[src/sv/hbmd_pkg.sv]
package hbmd_pkg;

    // default motor count and the widest motor count the id field can address
    localparam int NUM_MOTORS_DEF = 4;
    localparam int MOTOR_ID_W     = 3;
    localparam int DUTY_W         = 15;
    localparam int REQ_W          = 16;

    // command queue between front and back
    localparam int QDEPTH = 2;
    localparam int QPTR_W = 1;

    // configuration
    localparam logic [DUTY_W-1:0] DUTY_LIMIT_RST = 15'd1000;
    localparam int PADDR_W = 3;
    localparam int PDATA_W = 32;
    localparam logic REG_DUTY_LIMIT = 1'b0;

    // request modes
    localparam logic [2:0] MODE_SET       = 3'd0;
    localparam logic [2:0] MODE_BRAKE     = 3'd1;
    localparam logic [2:0] MODE_COAST     = 3'd2;
    localparam logic [2:0] MODE_BRAKE_ALL = 3'd3;
    localparam logic [2:0] MODE_COAST_ALL = 3'd4;
    localparam logic [2:0] MODE_ESTOP     = 3'd5;
    localparam logic [2:0] MODE_QUERY     = 3'd6;

    // drive directions
    localparam logic [1:0] DIR_COAST = 2'd0;
    localparam logic [1:0] DIR_FWD   = 2'd1;
    localparam logic [1:0] DIR_REV   = 2'd2;
    localparam logic [1:0] DIR_BRAKE = 2'd3;

    typedef struct packed {
        logic [2:0]              mode;
        logic [MOTOR_ID_W-1:0]   motor_id;
        logic signed [REQ_W-1:0] signed_duty;
    } t_in_req;

    typedef struct packed {
        logic [MOTOR_ID_W-1:0] motor_num;
        logic                  right_enable;
        logic                  left_enable;
        logic [DUTY_W-1:0]     duty_out;
        logic [1:0]            drive_dir;
        logic                  running;
        logic                  guard_hit;
        logic                  last;
    } t_out_res;

    // classified operation handed from front to back
    typedef enum logic [2:0] {
        OP_SET       = 3'd0,
        OP_BRAKE     = 3'd1,
        OP_COAST     = 3'd2,
        OP_BRAKE_ALL = 3'd3,
        OP_COAST_ALL = 3'd4,
        OP_QUERY     = 3'd5
    } t_op;

    typedef struct packed {
        t_op                   op;
        logic [MOTOR_ID_W-1:0] motor;
        logic                  neg;
        logic [DUTY_W-1:0]     mag;
    } t_cmd;

    typedef enum logic [1:0] {
        BS_IDLE  = 2'b01,
        BS_SWEEP = 2'b10
    } t_bstate;

endpackage

[src/sv/hbmd_front.sv]
module hbmd_front #(
    parameter int NUM_MOTORS = hbmd_pkg::NUM_MOTORS_DEF
) (
    input  logic                            i_in_valid,
    output logic                            o_in_ready,
    input  hbmd_pkg::t_in_req               i_in_req,
    input  logic [hbmd_pkg::DUTY_W-1:0]     i_duty_limit,
    input  logic                            i_q_full,
    output logic                            o_q_push,
    output hbmd_pkg::t_cmd                  o_q_cmd
);

    logic                      w_in_range;
    logic                      w_keep;
    logic [hbmd_pkg::REQ_W:0]  w_mag_raw;
    logic [hbmd_pkg::DUTY_W-1:0] w_mag;

    // motor id range check
    assign w_in_range = ({1'b0, i_in_req.motor_id} <
                         (hbmd_pkg::MOTOR_ID_W + 1)'(NUM_MOTORS));

    // magnitude of the requested duty, clamped to the limit
    always_comb begin
        if (i_in_req.signed_duty[hbmd_pkg::REQ_W-1]) begin
            w_mag_raw = (hbmd_pkg::REQ_W + 1)'(0) -
                        {i_in_req.signed_duty[hbmd_pkg::REQ_W-1], i_in_req.signed_duty};
        end else begin
            w_mag_raw = {1'b0, i_in_req.signed_duty};
        end
        if (w_mag_raw > {2'b00, i_duty_limit}) begin
            w_mag = i_duty_limit;
        end else begin
            w_mag = w_mag_raw[hbmd_pkg::DUTY_W-1:0];
        end
    end

    // classify the request; the unused mode and out-of-range motors of single-motor modes are dropped
    always_comb begin
        o_q_cmd.motor = i_in_req.motor_id;
        o_q_cmd.neg   = i_in_req.signed_duty[hbmd_pkg::REQ_W-1];
        o_q_cmd.mag   = w_mag;
        o_q_cmd.op    = hbmd_pkg::OP_QUERY;
        w_keep        = 1'b0;
        case (i_in_req.mode)
            hbmd_pkg::MODE_SET: begin
                o_q_cmd.op = hbmd_pkg::OP_SET;
                w_keep     = w_in_range;
            end
            hbmd_pkg::MODE_BRAKE: begin
                o_q_cmd.op = hbmd_pkg::OP_BRAKE;
                w_keep     = w_in_range;
            end
            hbmd_pkg::MODE_COAST: begin
                o_q_cmd.op = hbmd_pkg::OP_COAST;
                w_keep     = w_in_range;
            end
            hbmd_pkg::MODE_BRAKE_ALL: begin
                o_q_cmd.op = hbmd_pkg::OP_BRAKE_ALL;
                w_keep     = 1'b1;
            end
            hbmd_pkg::MODE_COAST_ALL,
            hbmd_pkg::MODE_ESTOP: begin
                o_q_cmd.op = hbmd_pkg::OP_COAST_ALL;
                w_keep     = 1'b1;
            end
            hbmd_pkg::MODE_QUERY: begin
                o_q_cmd.op = hbmd_pkg::OP_QUERY;
                w_keep     = w_in_range;
            end
            default: begin
                o_q_cmd.op = hbmd_pkg::OP_QUERY;
                w_keep     = 1'b0;
            end
        endcase
    end

    assign o_in_ready = !i_q_full;
    assign o_q_push   = i_in_valid && !i_q_full && w_keep;

endmodule

[src/sv/hbmd_queue.sv]
module hbmd_queue (
    input  logic           i_clk,
    input  logic           i_rst_n,
    input  logic           i_push,
    input  hbmd_pkg::t_cmd i_cmd,
    output logic           o_full,
    input  logic           i_pop,
    output logic           o_empty,
    output hbmd_pkg::t_cmd o_cmd
);

    hbmd_pkg::t_cmd               r_mem [hbmd_pkg::QDEPTH];
    logic [hbmd_pkg::QPTR_W-1:0]  r_wr_ptr;
    logic [hbmd_pkg::QPTR_W-1:0]  r_rd_ptr;
    logic [hbmd_pkg::QPTR_W:0]    r_count;
    logic [hbmd_pkg::QPTR_W:0]    n_count;
    logic                         w_push;
    logic                         w_pop;

    assign o_full  = (r_count == (hbmd_pkg::QPTR_W + 1)'(hbmd_pkg::QDEPTH));
    assign o_empty = (r_count == '0);
    assign w_push  = i_push && !o_full;
    assign w_pop   = i_pop && !o_empty;
    assign o_cmd   = r_mem[r_rd_ptr];

    // entry storage
    always_ff @(posedge i_clk) begin
        if (w_push) begin
            r_mem[r_wr_ptr] <= i_cmd;
        end
    end

    // fill count
    always_comb begin
        n_count = r_count;
        if (w_push && !w_pop) begin
            n_count = r_count + 1'b1;
        end else if (w_pop && !w_push) begin
            n_count = r_count - 1'b1;
        end
    end

    // pointers
    always_ff @(posedge i_clk) begin
        if (!i_rst_n) begin
            r_wr_ptr <= '0;
            r_rd_ptr <= '0;
            r_count  <= '0;
        end else begin
            r_count <= n_count;
            if (w_push) begin
                r_wr_ptr <= r_wr_ptr + 1'b1;
            end
            if (w_pop) begin
                r_rd_ptr <= r_rd_ptr + 1'b1;
            end
        end
    end

endmodule

[src/sv/hbmd_back.sv]
module hbmd_back #(
    parameter int NUM_MOTORS = hbmd_pkg::NUM_MOTORS_DEF
) (
    input  logic               i_clk,
    input  logic               i_rst_n,
    input  logic               i_q_empty,
    input  hbmd_pkg::t_cmd     i_q_cmd,
    output logic               o_q_pop,
    output logic               o_out_valid,
    input  logic               i_out_ready,
    output hbmd_pkg::t_out_res o_out_res
);

    localparam int IDX_W = (NUM_MOTORS > 1) ? $clog2(NUM_MOTORS) : 1;
    localparam logic [IDX_W-1:0] LAST_IDX = IDX_W'(NUM_MOTORS - 1);

    // per-motor drive state
    logic [1:0]                  r_dir  [NUM_MOTORS];
    logic [hbmd_pkg::DUTY_W-1:0] r_duty [NUM_MOTORS];
    logic                        r_run  [NUM_MOTORS];

    hbmd_pkg::t_bstate           r_state;
    hbmd_pkg::t_bstate           n_state;
    logic [IDX_W-1:0]            r_cnt;
    logic                        r_sweep_brake;
    logic                        r_out_valid;
    hbmd_pkg::t_out_res          r_out;

    logic                        w_can_load;
    logic                        w_load;
    logic                        w_wr;
    logic [IDX_W-1:0]            w_idx;
    logic [1:0]                  w_dir;
    logic [hbmd_pkg::DUTY_W-1:0] w_duty;
    logic                        w_run;
    logic                        w_guard;
    logic                        w_last;
    logic [1:0]                  w_cur;
    logic [1:0]                  w_nd;

    assign w_can_load = !r_out_valid || i_out_ready;
    assign o_q_pop    = (r_state == hbmd_pkg::BS_IDLE) && !i_q_empty && w_can_load;
    assign w_cur      = r_dir[i_q_cmd.motor[IDX_W-1:0]];
    assign w_nd       = i_q_cmd.neg ? hbmd_pkg::DIR_REV : hbmd_pkg::DIR_FWD;

    // execute one command step: new state of one motor and its result
    always_comb begin
        n_state = r_state;
        w_load  = 1'b0;
        w_wr    = 1'b0;
        w_idx   = i_q_cmd.motor[IDX_W-1:0];
        w_dir   = r_dir[i_q_cmd.motor[IDX_W-1:0]];
        w_duty  = r_duty[i_q_cmd.motor[IDX_W-1:0]];
        w_run   = r_run[i_q_cmd.motor[IDX_W-1:0]];
        w_guard = 1'b0;
        w_last  = 1'b1;
        case (r_state)
            hbmd_pkg::BS_IDLE: begin
                if (o_q_pop) begin
                    case (i_q_cmd.op)
                        hbmd_pkg::OP_SET: begin
                            w_load = 1'b1;
                            w_wr   = 1'b1;
                            if (i_q_cmd.mag == '0) begin
                                w_dir  = hbmd_pkg::DIR_COAST;
                                w_duty = '0;
                                w_run  = 1'b0;
                            end else if (w_cur != w_nd &&
                                         (w_cur == hbmd_pkg::DIR_FWD ||
                                          w_cur == hbmd_pkg::DIR_REV)) begin
                                // reversal guard: coast this time
                                w_dir   = hbmd_pkg::DIR_COAST;
                                w_duty  = '0;
                                w_run   = 1'b0;
                                w_guard = 1'b1;
                            end else begin
                                w_dir  = w_nd;
                                w_duty = i_q_cmd.mag;
                                w_run  = 1'b1;
                            end
                        end
                        hbmd_pkg::OP_BRAKE: begin
                            w_load = 1'b1;
                            w_wr   = 1'b1;
                            w_dir  = hbmd_pkg::DIR_BRAKE;
                            w_duty = '0;
                            w_run  = 1'b0;
                        end
                        hbmd_pkg::OP_COAST: begin
                            w_load = 1'b1;
                            w_wr   = 1'b1;
                            w_dir  = hbmd_pkg::DIR_COAST;
                            w_duty = '0;
                            w_run  = 1'b0;
                        end
                        hbmd_pkg::OP_QUERY: begin
                            w_load = 1'b1;
                        end
                        hbmd_pkg::OP_BRAKE_ALL,
                        hbmd_pkg::OP_COAST_ALL: begin
                            n_state = hbmd_pkg::BS_SWEEP;
                        end
                        default: begin
                            w_load = 1'b0;
                        end
                    endcase
                end
            end
            hbmd_pkg::BS_SWEEP: begin
                w_idx  = r_cnt;
                w_dir  = r_sweep_brake ? hbmd_pkg::DIR_BRAKE : hbmd_pkg::DIR_COAST;
                w_duty = '0;
                w_run  = 1'b0;
                w_last = (r_cnt == LAST_IDX);
                if (w_can_load) begin
                    w_load = 1'b1;
                    w_wr   = 1'b1;
                    if (r_cnt == LAST_IDX) begin
                        n_state = hbmd_pkg::BS_IDLE;
                    end
                end
            end
            default: begin
                n_state = hbmd_pkg::BS_IDLE;
            end
        endcase
    end

    // motor state storage
    always_ff @(posedge i_clk) begin
        if (!i_rst_n) begin
            for (int k = 0; k < NUM_MOTORS; k++) begin
                r_dir[k]  <= hbmd_pkg::DIR_COAST;
                r_duty[k] <= '0;
                r_run[k]  <= 1'b0;
            end
        end else if (w_wr) begin
            r_dir[w_idx]  <= w_dir;
            r_duty[w_idx] <= w_duty;
            r_run[w_idx]  <= w_run;
        end
    end

    // sequencer
    always_ff @(posedge i_clk) begin
        if (!i_rst_n) begin
            r_state       <= hbmd_pkg::BS_IDLE;
            r_cnt         <= '0;
            r_sweep_brake <= 1'b0;
        end else begin
            r_state <= n_state;
            if (r_state == hbmd_pkg::BS_IDLE) begin
                r_cnt         <= '0;
                r_sweep_brake <= (i_q_cmd.op == hbmd_pkg::OP_BRAKE_ALL);
            end else if (w_can_load) begin
                r_cnt <= r_cnt + 1'b1;
            end
        end
    end

    // output register
    always_ff @(posedge i_clk) begin
        if (!i_rst_n) begin
            r_out_valid <= 1'b0;
        end else if (w_load) begin
            r_out_valid <= 1'b1;
        end else if (i_out_ready) begin
            r_out_valid <= 1'b0;
        end
    end

    always_ff @(posedge i_clk) begin
        if (w_load) begin
            r_out.motor_num    <= hbmd_pkg::MOTOR_ID_W'(w_idx);
            r_out.right_enable <= (w_dir == hbmd_pkg::DIR_FWD) ||
                                  (w_dir == hbmd_pkg::DIR_BRAKE);
            r_out.left_enable  <= (w_dir == hbmd_pkg::DIR_REV) ||
                                  (w_dir == hbmd_pkg::DIR_BRAKE);
            r_out.duty_out     <= w_duty;
            r_out.drive_dir    <= w_dir;
            r_out.running      <= w_run;
            r_out.guard_hit    <= w_guard;
            r_out.last         <= w_last;
        end
    end

    assign o_out_valid = r_out_valid;
    assign o_out_res   = r_out;

endmodule

[src/sv/hbridge_motor_direction_control.sv]
// H-bridge motor driver for up to eight motors with a reversal dead-time guard.
// Input channel (i_in_valid / o_in_ready / i_in_req) takes one command request:
// set, brake, coast, brake all, coast all, emergency stop or query. The output
// channel (o_out_valid / i_out_ready / o_out_res) returns one result per motor
// touched; the final result of a command has last set. Single-motor requests for
// a motor at or above NUM_MOTORS, and the unused mode, give no result.
// A single-motor request is classified into the queue at the accepting edge and
// executed into the output register when the back end is idle and the output
// register is free. An all-motor command first moves the back end into its sweep
// state, then gives one result a cycle while the receiver takes results; no new
// command is taken from the queue until the sweep has finished.
// Throughput is one single-motor request a cycle while the receiver takes results
// and no sweep runs, set by the back end's one result per cycle.
// A two-entry queue separates request classification from execution, so the
// input stays ready while a result waits; when the receiver stalls, the
// output register holds and the queue fills, then o_in_ready drops.
// Reset (synchronous, active low) coasts every motor with zero duty, empties the
// queue and loads duty_limit with 1000. duty_limit sits at byte address 0 of the
// APB port; the user must write it only while the block is idle (not enforced).
module hbridge_motor_direction_control #(
    parameter int NUM_MOTORS = hbmd_pkg::NUM_MOTORS_DEF
) (
    input  logic                           i_clk,
    input  logic                           i_rst_n,

    input  logic                           i_in_valid,
    output logic                           o_in_ready,
    input  hbmd_pkg::t_in_req              i_in_req,

    output logic                           o_out_valid,
    input  logic                           i_out_ready,
    output hbmd_pkg::t_out_res             o_out_res,

    input  logic                           psel,
    input  logic                           penable,
    input  logic                           pwrite,
    input  logic [hbmd_pkg::PADDR_W-1:0]   paddr,
    input  logic [hbmd_pkg::PDATA_W-1:0]   pwdata,
    output logic [hbmd_pkg::PDATA_W-1:0]   prdata,
    output logic                           pready
);

    logic [hbmd_pkg::DUTY_W-1:0] r_duty_limit;
    logic                        w_q_full;
    logic                        w_q_empty;
    logic                        w_q_push;
    logic                        w_q_pop;
    hbmd_pkg::t_cmd              w_push_cmd;
    hbmd_pkg::t_cmd              w_pop_cmd;

    // configuration register
    assign pready = 1'b1;

    always_ff @(posedge i_clk) begin
        if (!i_rst_n) begin
            r_duty_limit <= hbmd_pkg::DUTY_LIMIT_RST;
        end else if (psel && penable && pwrite &&
                     paddr[2] == hbmd_pkg::REG_DUTY_LIMIT) begin
            r_duty_limit <= pwdata[hbmd_pkg::DUTY_W-1:0];
        end
    end

    always_comb begin
        if (paddr[2] == hbmd_pkg::REG_DUTY_LIMIT) begin
            prdata = {(hbmd_pkg::PDATA_W - hbmd_pkg::DUTY_W)'(0), r_duty_limit};
        end else begin
            prdata = '0;
        end
    end

    // request classification
    hbmd_front #(
        .NUM_MOTORS (NUM_MOTORS)
    ) u_front (
        .i_in_valid   (i_in_valid),
        .o_in_ready   (o_in_ready),
        .i_in_req     (i_in_req),
        .i_duty_limit (r_duty_limit),
        .i_q_full     (w_q_full),
        .o_q_push     (w_q_push),
        .o_q_cmd      (w_push_cmd)
    );

    // command queue
    hbmd_queue u_queue (
        .i_clk   (i_clk),
        .i_rst_n (i_rst_n),
        .i_push  (w_q_push),
        .i_cmd   (w_push_cmd),
        .o_full  (w_q_full),
        .i_pop   (w_q_pop),
        .o_empty (w_q_empty),
        .o_cmd   (w_pop_cmd)
    );

    // execution and results
    hbmd_back #(
        .NUM_MOTORS (NUM_MOTORS)
    ) u_back (
        .i_clk       (i_clk),
        .i_rst_n     (i_rst_n),
        .i_q_empty   (w_q_empty),
        .i_q_cmd     (w_pop_cmd),
        .o_q_pop     (w_q_pop),
        .o_out_valid (o_out_valid),
        .i_out_ready (i_out_ready),
        .o_out_res   (o_out_res)
    );

endmodule
[config.mk]
export PLATFORM = sky130hd
export DESIGN_NAME = hbridge_motor_direction_control
export DESIGN_NICKNAME = d
export VERILOG_FILES = /design/src/sv/hbmd_pkg.sv /design/src/sv/hbmd_front.sv /design/src/sv/hbmd_queue.sv /design/src/sv/hbmd_back.sv /design/src/sv/hbridge_motor_direction_control.sv
export SDC_FILE = /design/constraint.sdc
export NUM_CORES = 1
export LEC_CHECK = 0
export ABC_AREA = 1
export BUFFER_PORTS_ARGS = -buffer_cell sky130_fd_sc_hd__buf_4
export CAP_MARGIN = 40
export CORE_MARGIN = 3
export CORE_UTILIZATION = 60
export DETAILED_ROUTE_END_ITERATION = 8
export GPL_TIMING_DRIVEN = 0
export PLACE_DENSITY = 0.86
export RECOVER_POWER = 25
export SYNTH_ARGS = -nofsm -noshare
export SYNTH_HDL_FRONTEND = slang
export SYNTH_SLANG_ARGS = --single-unit
[constraint.sdc]
create_clock -name i_clk -period 6.2 [get_ports i_clk]
set_input_delay 1.24 -clock i_clk [delete_from_list [all_inputs] [get_ports i_clk]]
set_output_delay 1.24 -clock i_clk [all_outputs]
set_load 0.02 [all_outputs]
=== Yosys cells after proc, flatten, opt, wreduce, memory -nomap -nowiden ===
Memory sizes are Yosys's and may differ from the RTL's. A register that Yosys moved wholly into a read port is not among the register bits.
Cells that the tools add are included.

* Output and inout port bits: 60
* RAM bits: 116
* Flip-flop bits (word level): 49
* Memories kept: 4

{| class="wikitable"
|+ Memories
! memory !! words !! bits a word !! read ports !! clocked after memory_dff !! write ports !! RTL line !! text
|-
| u_back.r_duty || 4 || 15 || 1 || 0 || 4 || hbmd_back.sv:19 || <nowiki>logic [hbmd_pkg::DUTY_W-1:0] r_duty [NUM_MOTORS];</nowiki>
|-
| u_queue.r_mem || 2 || 22 || 1 || 1 || 1 || hbmd_queue.sv:12 || <nowiki>hbmd_pkg::t_cmd r_mem [hbmd_pkg::QDEPTH];</nowiki>
|-
| u_back.r_dir || 4 || 2 || 1 || 0 || 4 || hbmd_back.sv:18 || <nowiki>logic [1:0] r_dir [NUM_MOTORS];</nowiki>
|-
| u_back.r_run || 4 || 1 || 1 || 0 || 4 || hbmd_back.sv:20 || <nowiki>logic r_run [NUM_MOTORS];</nowiki>
|}

* Reductions and logical operators: 40
* Equal/unequal tests: 25
* Add/sub/neg operators: 6
* Bitwise operators: 5
* Muxes and demuxes: 57
* Order comparisons: 2

{| class="wikitable"
|+ Operator list
! operator !! count
|-
| 15-bit two-way mux || 6
|-
| 15-bit case mux with 2 select lines || 2
|-
| 2-bit two-way mux || 16
|-
| 1-bit two-way mux || 23
|-
| 17-bit by 15-bit greater-than comparator with 1-bit output || 1
|-
| 17-bit two-way mux || 1
|-
| 1-bit by 16-bit subtractor with 17-bit output, first input constant || 1
|-
| 3-bit == test, second input constant || 5
|-
| 15-bit zero test || 1
|-
| 3-bit case mux with 5 select lines || 1
|-
| 15-bit OR reduction || 1
|-
| 2-bit == test, second input constant || 6
|-
| 3-bit by 2-bit == test with 1-bit output, second input constant || 4
|-
| 1-bit logical AND || 12
|-
| 4-bit OR reduction || 3
|-
| 1-bit case mux with 2 select lines || 5
|-
| 2-bit OR reduction || 5
|-
| 2-bit case mux with 2 select lines || 2
|-
| 2-bit by 1-bit == test with 1-bit output, second input constant || 3
|-
| 3-bit by 1-bit == test with 1-bit output, second input constant || 2
|-
| 3-bit zero test || 2
|-
| 2-bit case mux with 3 select lines || 1
|-
| 3-bit OR reduction || 2
|-
| 1-bit zero test || 5
|-
| 13 further kinds || 25
|}

=== Logic depth before layout (Yosys ltp) ===
Gate-level depths: netlist of run 1.

* Word-level depth: 11
* Mapped depth: 19
* Depth with buffers taken out: 18

=== Cells and area by module ===
Synthesis of run 1 repeated with hierarchy kept, for this count alone.

* Cell total of the unflattened synthesis: 1014
* Area, all modules: 8848.5 um^2

{| class="wikitable"
|+ By module, submodules not included
! module !! cells each !! area an instance (um^2) !! times used
|-
| hbmd_back || 548 || 4918.5 || 1
|-
| hbmd_queue || 106 || 1839.3 || 1
|-
| hbmd_front || 220 || 1162.4 || 1
|-
| hbridge_motor_direction_control || 140 || 928.4 || 1
|}

=== Worst setup path before layout of run 1 ===
No wires, ideal clock.

* Path type: in2reg
* From: input port i_in_req[0] in the netlist's numbering
* To: memory u_queue.r_mem[0][4] in the netlist's numbering, data pin
* Setup time: 0.257 ns
* Stages on the path: 19
* Data arrival time: 3.755 ns
* Slack: 2.188 ns
* Required time: 5.943 ns
* Path through: inv_1 ha_1 nand4_1 o21ai_0 o21a_1 nand2_1 xor2_1 ha_1 nand2_1 inv_1 nand3_1 inv_1 a21oi_1 a21oi_1 o21ai_1 nand2_1 clkbuf_1 nand2_1 nand2_1

{| class="wikitable"
|+ RTL lines
! element !! RTL line !! text
|-
| start, declared || hbridge_motor_direction_control.sv:28 || <nowiki>input hbmd_pkg::t_in_req i_in_req,</nowiki>
|-
| end, declared || hbmd_queue.sv:12 ||
|}

==> out/metrics.yaml, run 1 <==
worst_setup_path:
  crit_start: "i_in_req[0]"
  cp-end-kind: "flip-flop"
  crit_fanout: 10
  path_cells: "buf_4 > inv_1 > ha_1 > nand4_1 > o21ai_0 > o21a_1 > nand2_1 > xor2_1 > ha_1 > nand2_1 > inv_1 > nand3_1 > inv_1 > a21oi_1 > a21oi_1 > o21ai_1 > nand2_1 > clkbuf_1 > nand2_1 > nand2_1"
  cp_slowest_cell: "o21ai_1"
  critPathTopFamily: "compound AO/OA/AOI/OAI gates"
  worst_path_most_repeated_cell: "nand2_1"
  start_kind: "primary input"
  worst-path-buf-inv: 5
  r2r-start: "u_back.r_state[0]"
  max_stage_delay_ps: 420
  crit_required_ps: 6370
  crit_type: "in2reg"
  critPathArrivalTime_ps: 4830
synthesis:
  syn_inst: 906
  synth-adder-area-share: 0.03026
  ys_ff_latch: 163
  ys_top_cells_by_area: "edfxtp_1, nand2_1, dfxtp_1, a21oi_1, o21ai_0"
  ys_types: 42
  syn_area_um2: 8269
  ys.flop_type: "edfxtp_1"
  yosysTopAreaCellShare: 0.4866
  synth_edf_count: 134
  synth.avg_cell_area_um2: 9.127
  ys_seq_area_frac: 0.5568
  yosys_warnings: 0
  synth-compound-area-share: 0.1312
  async_flop_share: 0
  synth_simple_gate_area_frac: 0.1858
  synth-xor-area-share: 0.01483
  synth_top_cell_by_area: "edfxtp_1"
  synth_mux_area_frac: 0.001210
  synth_top_family_by_area: "simple AND/OR/NAND/NOR gates"
timing:
  hold_violations: 0
  clock_skew_ps: 6.546
  setup_viol: 0
  grt_setup_unrepaired: "no"
  period_minus_slack_ps: 4659
  worst_slack_ps: 1541
  tns_ps: 0
  max_slew_margin: 0.3529
  worst_pin_slew_ps: 970.6
  fin_crit_sh: 0.7514
  report.final.slew_viol_count: 0
  fmax_mhz: 214.7
power_and_ir_drop:
  power.density_nw_per_um2: 451.2
  peakVddDrop_mv: 0.2115
  p_leak_uw: 0.004245
placed_design:
  port_buffers: 84
  place_congestion: 0.9506
  preCtsSetupSlack_ps: 1398
  dp_cells: 1188
  place_area_um2: 9271
  dpl.hpwl_um: 14210
global_route:
  grt_overflow: 0
  grt_pass1_wl_um: 32150
  antenna_found_initial: 0
  grt_start_max_net_pins: 25
  grt_usage: 0.2780
  grt_pass1_vias: 6743
cells_and_area:
  final_cells: 1220
  regArea_um2: 4604
  fin_area_um2: 9749
  layout-drive-gt1-share: 0.1360
  fin_util: 0.7304
  fillers: 984
  nNetsFinal: 1115
  multi_input_area_um2: 3084
  diodes: 0
  areaGrowthSynthToFinish_pct: 17.90
run:
  maxCapViolCount: 0
cts:
  clockBufferDepth: 2
  postCtsHoldBufs: 0
  clkTransAtPathRegs_ps: 60
  ctsResizeCount: 0
  root_buffer: "clkbuf_16"
  clock_latency_ps: 430
  cts_setup_buffers: 0
  htree_num_levels: 4
  tritoncts: "done"
  numCtsBuffers: 17
  clock-sinks: 163
floorplanning:
  start_util: 0.6195
  die_h_um: 123.4
  die_area_um2: 15230
  ioPinCount: 124
  core_um2: 13350
  die_w_um: 123.4
  fp-row-count: 42
detailed_routing:
  first_iter_violations: 737
  routed_via_density: 5.666
  wire_per_inst_um: 16.66
  ant_nets: 0
  routed_wirelength_um: 20330
  drcViolationCount: 0
  first_pass_iters: 5
  via_count: 6912
status:
  status: "finished clean"
hold_path:
  hold_class: "reg2reg"
  min_from: "u_queue.r_rd_ptr"
==> worst paths after layout <==
| kind | end | slack (ps) | cells after the start |
|---|---|---|---|
| worst min register to register | flip-flop | 450 | 1 |
| worst max-delay path | u_queue.r_mem[1][13] | 1540 | 20 |
| worst max register to register | u_back.r_dir[1][0] | 2870 | 10 |
| worst min-delay path | flip-flop | 450 | 1 |
==> kinds of logic after synthesis <==
kind of cell | after synthesis
multiplexers | 1
other | 2
buffers and inverters | 148
AO/OA/AOI/OAI | 206
AND/OR/NAND/NOR | 352
flip-flops | 163
XOR/XNOR | 14
adder cells (fa/ha/maj) | 20
==> cell usage after synthesis (2+ instances only) <==
| cell | count |
|---|---|
| a21o_1 | 2 |
| a21oi_1 | 97 |
| buf_2 | 9 |
| buf_4 | 23 |
| clkbuf_1 | 22 |
| conb_1 | 2 |
| dfxtp_1 | 29 |
| edfxtp_1 | 134 |
| ha_1 | 20 |
| inv_1 | 90 |
| inv_2 | 3 |
| nand2_1 | 205 |
| nand2_2 | 3 |
| nand3_1 | 36 |
| nand3b_2 | 7 |
| nand4_1 | 11 |
| nor2_1 | 72 |
| nor2_2 | 2 |
| nor3_1 | 3 |
| nor4_1 | 3 |
| o211ai_1 | 6 |
| o21a_1 | 2 |
| o21ai_0 | 74 |
| o21ai_1 | 7 |
| o22ai_1 | 14 |
| or2_2 | 2 |
| xnor2_1 | 6 |
| xor2_1 | 8 |
==> metrics by stage <==
stage / hold slack (ps) / total power (µW)
detailed placement: 440.8 / 3367
finish: 454.9 / 4399
global route: 469.4 / 4659
global placement: 435.5 / 3280
CTS: 449.3 / 4436
floorplan: 425.7 / 2774
==> where the power goes <==
| group | leakage (µW) | internal (µW) | total (µW) | switching [µW] |
|---|---|---|---|---|
| logic | 0.00240 | 466 | 1800 | 1330 |
| registers | 0.00155 | 1470 | 1540 | 66.8 |
| clock network | 0.000293 | 662 | 1060 | 398 |
| total | 0.00425 | 2600 | 4400 | 1800 |
==> flip-flops by register name, summed over array words and instances (netlist names), named ones only <==
name and count:
u_back.o_out_valid 1, u_queue.r_count 2, u_back.r_sweep_brake 1, r_duty_limit 15, u_queue.r_wr_ptr 1, u_queue.r_mem 42
u_back.r_cnt 2, u_back.r_state 2, u_back.r_dir 8, u_queue.r_rd_ptr 1, u_back.r_duty 60, u_back.o_out_res 23
u_back.r_run 4
==> area by class of cell <==
type	instances	share of cell area
Buffer	55	0.03106
Sequential cell	163	0.4723
Timing Repair Buffer	89	0.06045
Inverter	93	0.03581
Multi-Input combinational cell	612	0.3164
Tap cell	176	0.02259
Clock buffer	28	0.05429
Clock inverter	4	0.007187
==> cells in the final DEF, fill, tap and decap left out, types with 2 or more instances in the layout <==
| master | Yosys | layout |
|---|---|---|
| dfxtp_1 | 29 | 29 |
| nor3_1 | 3 | 3 |
| xor2_1 | 8 | 8 |
| nand2_1 | 205 | 206 |
| nor2_2 | 2 | 2 |
| o211ai_1 | 6 | 6 |
| bufinv_16 | 0 | 2 |
| nor2_1 | 72 | 72 |
| clkbuf_1 | 22 | 56 |
| ha_1 | 20 | 20 |
| nand4_1 | 11 | 11 |
| nand3b_2 | 7 | 7 |
| or2_2 | 2 | 2 |
| clkbuf_8 | 0 | 2 |
| o21a_1 | 2 | 2 |
| edfxtp_1 | 134 | 134 |
| nor4_1 | 3 | 3 |
| o21ai_0 | 74 | 74 |
| nand3_1 | 36 | 36 |
| nand2_2 | 3 | 2 |
| buf_8 | 0 | 2 |
| clkinv_2 | 0 | 2 |
| inv_1 | 90 | 90 |
| a21o_1 | 2 | 2 |
| buf_2 | 9 | 8 |
| clkbuf_16 | 0 | 19 |
| clkbuf_4 | 0 | 3 |
| a21oi_1 | 97 | 96 |
| o22ai_1 | 14 | 14 |
| buf_4 | 23 | 80 |
| o21ai_1 | 7 | 7 |
| conb_1 | 2 | 19 |
| xnor2_1 | 6 | 6 |
| inv_2 | 3 | 3 |
==> per-layer routing <==
metal / vias up / global-route usage / part of all wire
met5: - / 0 / 0
met4: 0 / 0.1543 / 0.038
met3: 78 / 0.05215 / 0.080
met2: 415 / 0.4862 / 0.51
met1: 3114 / 0.3208 / 0.37
li1: 3305 / - / -
(Power assumes the default switching activity.)
==> run 2: changes to the inputs <==
CORE_UTILIZATION = 57   (was 60)
PLACE_DENSITY = 0.83   (was 0.86)
clock period = 4.4 ns   (was 6.2 ns; I/O delays follow)
==> run 2 against run 1 <==
Effect of this change:
- register-to-register slack worse by 2200 ps
- clock power up 33%
- cell count up 0.41%
- hold slack better by 5.8 ps
==> out/metrics.yaml, run 2 (synthesis results as in run 1) <==
status:
  status: "finished clean"  # unchanged
worst_setup_path:
  cp-end-kind: "flip-flop"  # unchanged
  rr_worst_depth: 11  # was 10
  cp_slowest_cell: "clkbuf_1"  # was o21ai_1
  timing.rr.end: "u_back.r_duty[1][13]"  # was u_back.r_dir[1][0]
  worst-path-buf-inv: 4  # was 5
  path_cells: "buf_4 > inv_1 > ha_1 > nand4_1 > o21ai_0 > o21a_1 > nand2_1 > xor2_1 > ha_1 > nand2_1 > inv_1 > nand3_1 > nor3_1 > nand2_1 > a21oi_1 > o21ai_2 > nand2_1 > clkbuf_1 > nand2_1 > nand2_1"  # was buf_4 > inv_1 > ha_1 > nand4_1 > o21ai_0 > o21a_1 > nand2_1 > xor2_1 > ha_1 > nand2_1 > inv_1 > nand3_1 > inv_1 > a21oi_1 > a21oi_1 > o21ai_1 > nand2_1 > clkbuf_1 > nand2_1 > nand2_1
  r2r-start: "u_back.r_state[1]"  # was u_back.r_state[0]
  start_kind: "primary input"  # unchanged
  crit_required_ps: 4680  # was 6370 ps
  critPathArrivalTime_ps: 4320  # was 4830 ps
  max_stage_delay_ps: 380  # was 420 ps
  crit_type: "in2reg"  # unchanged
  critPathTopFamily: "simple AND/OR/NAND/NOR gates"  # was compound AO/OA/AOI/OAI gates
  timing.reg2reg.setup_slack_ps: 630  # was 2870 ps
  crit_fanout: 10  # unchanged
  worst_path_most_repeated_cell: "nand2_1"  # unchanged
cells_and_area:
  final_common_cell: "nand2_1"  # unchanged
  fin_util: 0.6913  # was 0.7304
  nNetsFinal: 1116  # was 1115
  mostFrequentLayoutCells: "nand2_1, edfxtp_1, a21oi_1, inv_1, buf_4"  # unchanged
  fillers: 1083  # was 984
  areaGrowthSynthToFinish_pct: 17.39  # was 17.90%
  diodes: 0  # unchanged
  largest_reg_flops: 60  # unchanged
  layout-drive-gt1-share: 0.1359  # was 0.1360
  fin_area_um2: 9707  # was 9749 µm²
  top_register: "u_back.r_duty"  # unchanged
cts:
  tritoncts: "done"  # unchanged
  clock-sinks: 163  # unchanged
  htree_num_levels: 4  # unchanged
  clockBufferDepth: 2  # unchanged
  clkTransAtPathRegs_ps: 60  # about the same
  numCtsBuffers: 17  # unchanged
  root_buffer: "clkbuf_16"  # unchanged
  clock_latency_ps: 430  # about the same
  cts_setup_buffers: 0  # unchanged
detailed_routing:
  via_count: 6982  # was 6912
  wire_per_inst_um: 16.78  # was 16.66 µm
  first_iter_violations: 799  # was 737
  first_pass_iters: 5  # unchanged
  routed_wirelength_um: 20550  # was 20330 µm
  ant_nets: 0  # unchanged
  routed_via_density: 5.700  # was 5.666
  drcViolationCount: 0  # unchanged
hold_path:
  min_from: "u_queue.r_rd_ptr"  # unchanged
  hold_class: "reg2reg"  # unchanged
  hold_depth: 1  # unchanged
timing:
  setup_viol: 0  # unchanged
  clock_skew_ps: 11.31  # was 6.546 ps
  max_slew_margin: 0.3410  # was 0.3529
  report.final.slew_viol_count: 0  # unchanged
  hold_violations: 0  # unchanged
  worst_slack_ps: 366.7  # was 1541 ps
  fin_crit_sh: 0.9167
  fmax_mhz: 247.9
  worst_pin_slew_ps: 988.5  # was 970.6 ps
  period_minus_slack_ps: 4033
global_route:
  grt_start_max_net_pins: 19  # was 25
  grt_overflow: 0  # unchanged
  grt_pass1_wl_um: 32530  # was 32150 µm
  grt_usage: 0.2567  # was 0.2780
  antenna_found_initial: 0  # unchanged
  grt_pass1_vias: 6702  # was 6743
placed_design:
  preCtsSetupSlack_ps: -41.08  # was 1398 ps
  place_congestion: 0.9286  # was 0.9506
  dpl.hpwl_um: 14480  # was 14210 µm
  place_area_um2: 9288  # was 9271 µm²
  port_buffers: 84  # unchanged
floorplanning:
  die_h_um: 126.4  # was 123.4 µm
  die_w_um: 126.4  # was 123.4 µm
  start_util: 0.5889  # was 0.6195
  ioPinCount: 124  # unchanged
  fp-row-count: 43  # was 42
  core_um2: 14040  # was 13350 µm²
  die_area_um2: 15990  # was 15230 µm²
power_and_ir_drop:
  peakVddDrop_mv: 0.3571  # was 0.2115 mV
  power.density_nw_per_um2: 630.1  # was 451.2 nW/µm²
  p_leak_uw: 0.004211  # was 0.004245 µW
run:
  maxCapViolCount: 0  # unchanged
==> run 2: cell count changes in the layout (fill, tap and decap cells not counted), sizes merged <==
cell / delta
buf: +1
clkinvlp: +3
clkinv: +4
clkbuf: -7
==> run 2: worst max-delay path by stage <==
stage | from | end | slack, ps | cells after the start
CTS | i_in_req[0] | u_queue.r_mem[0][4] | 380 | 20
global placement | i_in_req[0] | u_queue.r_mem[0][4] | 30 | 20
floorplan | i_in_req[0] | u_queue.r_mem[0][4] | 750 | 19
finish | i_in_req[0] | u_queue.r_mem[0][4] | 370 | 20
global route | i_in_req[0] | u_queue.r_mem[0][9] | -10 | 20
detailed placement | i_in_req[0] | u_queue.r_mem[0][4] | -40 | 20
==> run 2: layout make-up <==
class | instances | area (µm²) | area share
multi-input cells | 612 | 3072 | 0.3164
clock inverters | 11 | 112.6 | 0.01160
plain buffers | 55 | 302.8 | 0.03119
clock buffers | 21 | 440.4 | 0.04537
inverters | 93 | 349.1 | 0.03596
repair buffers | 90 | 600.6 | 0.06187
well taps | 180 | 225.2 | 0.02320
flip-flops and latches | 163 | 4604 | 0.4743
==> run 2: where the power goes <==
group,internal [µW],switching [µW],total (µW)
sequential,2070,91.7,2170
combinational,660,1880,2540
clock,827,587,1410
total,3560,2550,6120
==> run 2: stage by stage <==
step | hold slack (ps) | std cells | TNS [ps] | power (µW)
after global placement | 435.7 | 1187 | 0 | 4630
after global routing | 490.1 | 1225 | -32.13 | 6449
after CTS | 465.6 | 1225 | 0 | 6179
after floorplan | 425.7 | 923 | 0 | 3908
after detailed placement | 453.0 | 1193 | -439.2 | 4763
final | 460.7 | 1225 | 0 | 6116
==> run 2: routing by layer <==
metal  up-vias  global-route usage  part of all wire  routed length (µm)
met5         -                   0                 0                   0
met4         0              0.1287             0.036                 736
met3        66             0.04547             0.078                1610
met2       377              0.4440              0.50               10270
met1      3235              0.3091              0.39                7934
li1       3304                   -                 -                   -
==> run 2: repair_timing <==
action / CTS / global route
endpoints found under the setup margin: 0 / 20
resized for setup: 0 / 1
hold buffers: 0 / 0
hold endpoints to repair: 0 / 0
==> run 2: worst reg2reg max path, cell delays in order, from the launching register on <==
cell and delay, ps:
dfxtp_1 320, inv_1 80, ha_1 360, inv_1 170, nor3_1 680, nand3_2 290
o21ai_2 200, nand2_4 170, nor2_2 130, nand2_1 80, buf_2 210, nand2_1 700
==> run 3: changes to the inputs <==
CORE_UTILIZATION = 52   (was 57)
PLACE_DENSITY = 0.8   (was 0.83)
SLEW_MARGIN = 20   (was unset)
clock period = 3.28 ns   (was 4.4 ns; I/O delays follow)
==> run 3 against run 2 <==
Effect of this change:
- core utilization decreased by 3.9 points
- global-route usage decreased by 2.8 points
- die area increased by 9.2%
- largest power group unchanged
- via count decreased by 1.5%
- combinational power increased by 41%
- clock power increased by 31%
- critical path depth unchanged
- wire length decreased by 1.2%
- register-to-register slack got worse by 500 ps
- non-clock buffer count increased by 7
- cell count increased by 2.9%
- worst setup slack got worse by 320 ps
==> out/metrics.yaml, run 3 (synthesis results as in run 1) <==
global_route:
  grt_overflow: 0  # unchanged
  grt_start_max_net_pins: 18  # was 19
  grt_usage: 0.2289  # was 0.2567
  grt_pass1_vias: 6577  # was 6702
  grt_pass1_wl_um: 31660  # was 32530 µm
  antenna_found_initial: 0  # unchanged
cts:
  numCtsBuffers: 17  # unchanged
  root_buffer: "clkbuf_16"  # unchanged
  clock_latency_ps: 430  # about the same
  clockBufferDepth: 2  # unchanged
  clock-sinks: 163  # unchanged
  tritoncts: "done"  # unchanged
  htree_num_levels: 4  # unchanged
  clkTransAtPathRegs_ps: 60  # about the same
timing:
  hold_ws_ps: 434.0  # was 460.7 ps
  report.final.slew_viol_count: 0  # unchanged
  worst_pin_slew_ps: 774.1  # was 988.5 ps
  fmax_mhz: 309.7
  clock_skew_ps: 7.874  # was 11.31 ps
  hold_violations: 0  # unchanged
  grt_setup_unrepaired: "yes"
  setup_viol: 0  # unchanged
  worst_slack_ps: 51.27  # was 366.7 ps
  fin_crit_sh: 0.9844
  max_slew_margin: 0.4805  # was 0.3410
  period_minus_slack_ps: 3229
floorplanning:
  die_w_um: 132.1  # was 126.4 µm
  fp-row-count: 45  # was 43
  die_h_um: 132.1  # was 126.4 µm
  die_area_um2: 17450  # was 15990 µm²
  core_um2: 15370  # was 14040 µm²
  start_util: 0.5380  # was 0.5889
  ioPinCount: 124  # unchanged
worst_setup_path:
  crit_required_ps: 3450  # was 4680 ps
  start_kind: "primary input"  # unchanged
  cp-end-kind: "flip-flop"  # unchanged
  max_stage_delay_ps: 310  # was 380 ps
  cp_slowest_cell: "ha_1"  # was clkbuf_1
  critPathArrivalTime_ps: 3400  # was 4320 ps
  crit_fanout: 6  # was 10
  path_cells: "buf_4 > inv_4 > ha_4 > nand4_1 > o21ai_2 > o21a_1 > nand2_2 > xor2_2 > ha_1 > nand2_1 > inv_2 > nand3_4 > nor3_4 > buf_4 > nand2_1 > o21ai_2 > nand2_2 > buf_4 > nand2_1 > nand2_1"  # was buf_4 > inv_1 > ha_1 > nand4_1 > o21ai_0 > o21a_1 > nand2_1 > xor2_1 > ha_1 > nand2_1 > inv_1 > nand3_1 > nor3_1 > nand2_1 > a21oi_1 > o21ai_2 > nand2_1 > clkbuf_1 > nand2_1 > nand2_1
  crit_type: "in2reg"  # unchanged
  worst_path_most_repeated_cell: "nand2_1"  # unchanged
hold_path:
  hold_class: "in2reg"  # was reg2reg
cells_and_area:
  fin_util: 0.6523  # was 0.6913
  areaGrowthSynthToFinish_pct: 21.26  # was 17.39%
  largest_reg_flops: 60  # unchanged
  final_common_cell: "nand2_1"  # unchanged
  layout-drive-gt1-share: 0.1886  # was 0.1359
  mostFrequentLayoutCells: "nand2_1, edfxtp_1, buf_4, a21oi_1, inv_1"  # was nand2_1, edfxtp_1, a21oi_1, inv_1, buf_4
  diodes: 0  # unchanged
  top_register: "u_back.r_duty"  # unchanged
  nNetsFinal: 1123  # was 1116
  fin_area_um2: 10030  # was 9707 µm²
power_and_ir_drop:
  total_power_uw: 8332  # was 6116 µW
  p_leak_uw: 0.004384  # was 0.004211 µW
  peakVddDrop_mv: 0.4972  # was 0.3571 mV
  power.density_nw_per_um2: 831.0  # was 630.1 nW/µm²
placed_design:
  place_congestion: 0.9136  # was 0.9286
  port_buffers: 84  # unchanged
  preCtsSetupSlack_ps: -722.3  # was -41.08 ps
  dpl.hpwl_um: 14190  # was 14480 µm
  place_area_um2: 9343  # was 9288 µm²
detailed_routing:
  ant_nets: 0  # unchanged
  via_count: 6880  # was 6982
  first_pass_iters: 5  # unchanged
  wire_per_inst_um: 16.11  # was 16.78 µm
  routed_wirelength_um: 20310  # was 20550 µm
  first_iter_violations: 555  # was 799
  routed_via_density: 5.456  # was 5.700
  drcViolationCount: 0  # unchanged
status:
  status: "finished clean"  # unchanged
run:
  maxCapViolCount: 0  # unchanged
[run 3: changes by cell type in the layout (fill, tap and decap cells not counted), sizes merged]
cell      before  now
clkinvlp       3    1
clkinv         6    5
buf           93  131
clkbuf        73   43
[run 3: power by group]
| group | switching (µW) | internal, µW | leakage (µW) | total, µW |
|---|---|---|---|---|
| registers | 120 | 2780 | 0.00155 | 2900 |
| logic | 2520 | 1060 | 0.00258 | 3590 |
| clock network | 747 | 1100 | 0.000254 | 1850 |
| total | 3390 | 4940 | 0.00438 | 8330 |
[run 3: routing by layer]
metal	GRT usage	part of all wire	up-vias	wire, µm
met5	0	0	-	0
met4	0.1173	0.032	0	645
met3	0.04809	0.090	64	1821
met2	0.3951	0.50	386	10240
met1	0.2705	0.37	3113	7603
li1	-	-	3317	-
[run 3: stage by stage]
stage | std cells | TNS [ps]
2_1_floorplan | 923 | 0
3_3_place_gp | 1218 | -39290
3_5_place_dp | 1224 | -18370
4_1_cts | 1255 | 0
5_1_grt | 1261 | -1929
6_report | 1261 | 0
[run 3: cell type report]
type,count,area [µm²]
sequential,163,4604
timing repair buffer,98,785.8
clock buffer,22,444.2
clock inverter,8,87.58
tap,211,264.0
inverter,93,354.1
fill,1212,5344
buffer,54,309.0
multi-input combinational,612,3178
[run 3: final timing paths]
kind / start / end / slack, ps / cells past startpoint
setup / recovery: i_in_req[0] / u_queue.r_mem[1][10] / 50 / 20
hold / removal: i_in_req[16] / u_queue.r_mem[0][16] / 430 / 1
setup reg to reg: u_back.r_state[0] / u_back.r_duty[1][0] / 130 / 10
hold reg to reg: u_queue.r_rd_ptr / flip-flop / 480 / 1
[run 3: what timing repair did]
| item | in CTS | in global routing |
|---|---|---|
| hold endpoints to repair | 0 | 0 |
| cloned | 0 | 1 |
| hold buffers | 0 | 0 |
| gates resized for setup | 9 | 21 |
| pin swaps | 1 | 14 |
| buffers inserted | 1 | 6 |
| endpoints found under the setup margin | 39 | 40 |
[run 3: critical path: cells and delay by family]
family	cells	cell delay [ps]
and+or+nand+nor	9	940
buffers and inverters	5	640
AOI/OAI and AO/OA	3	510
adders and majority gates	2	440
xor gates and xnor gates	1	200
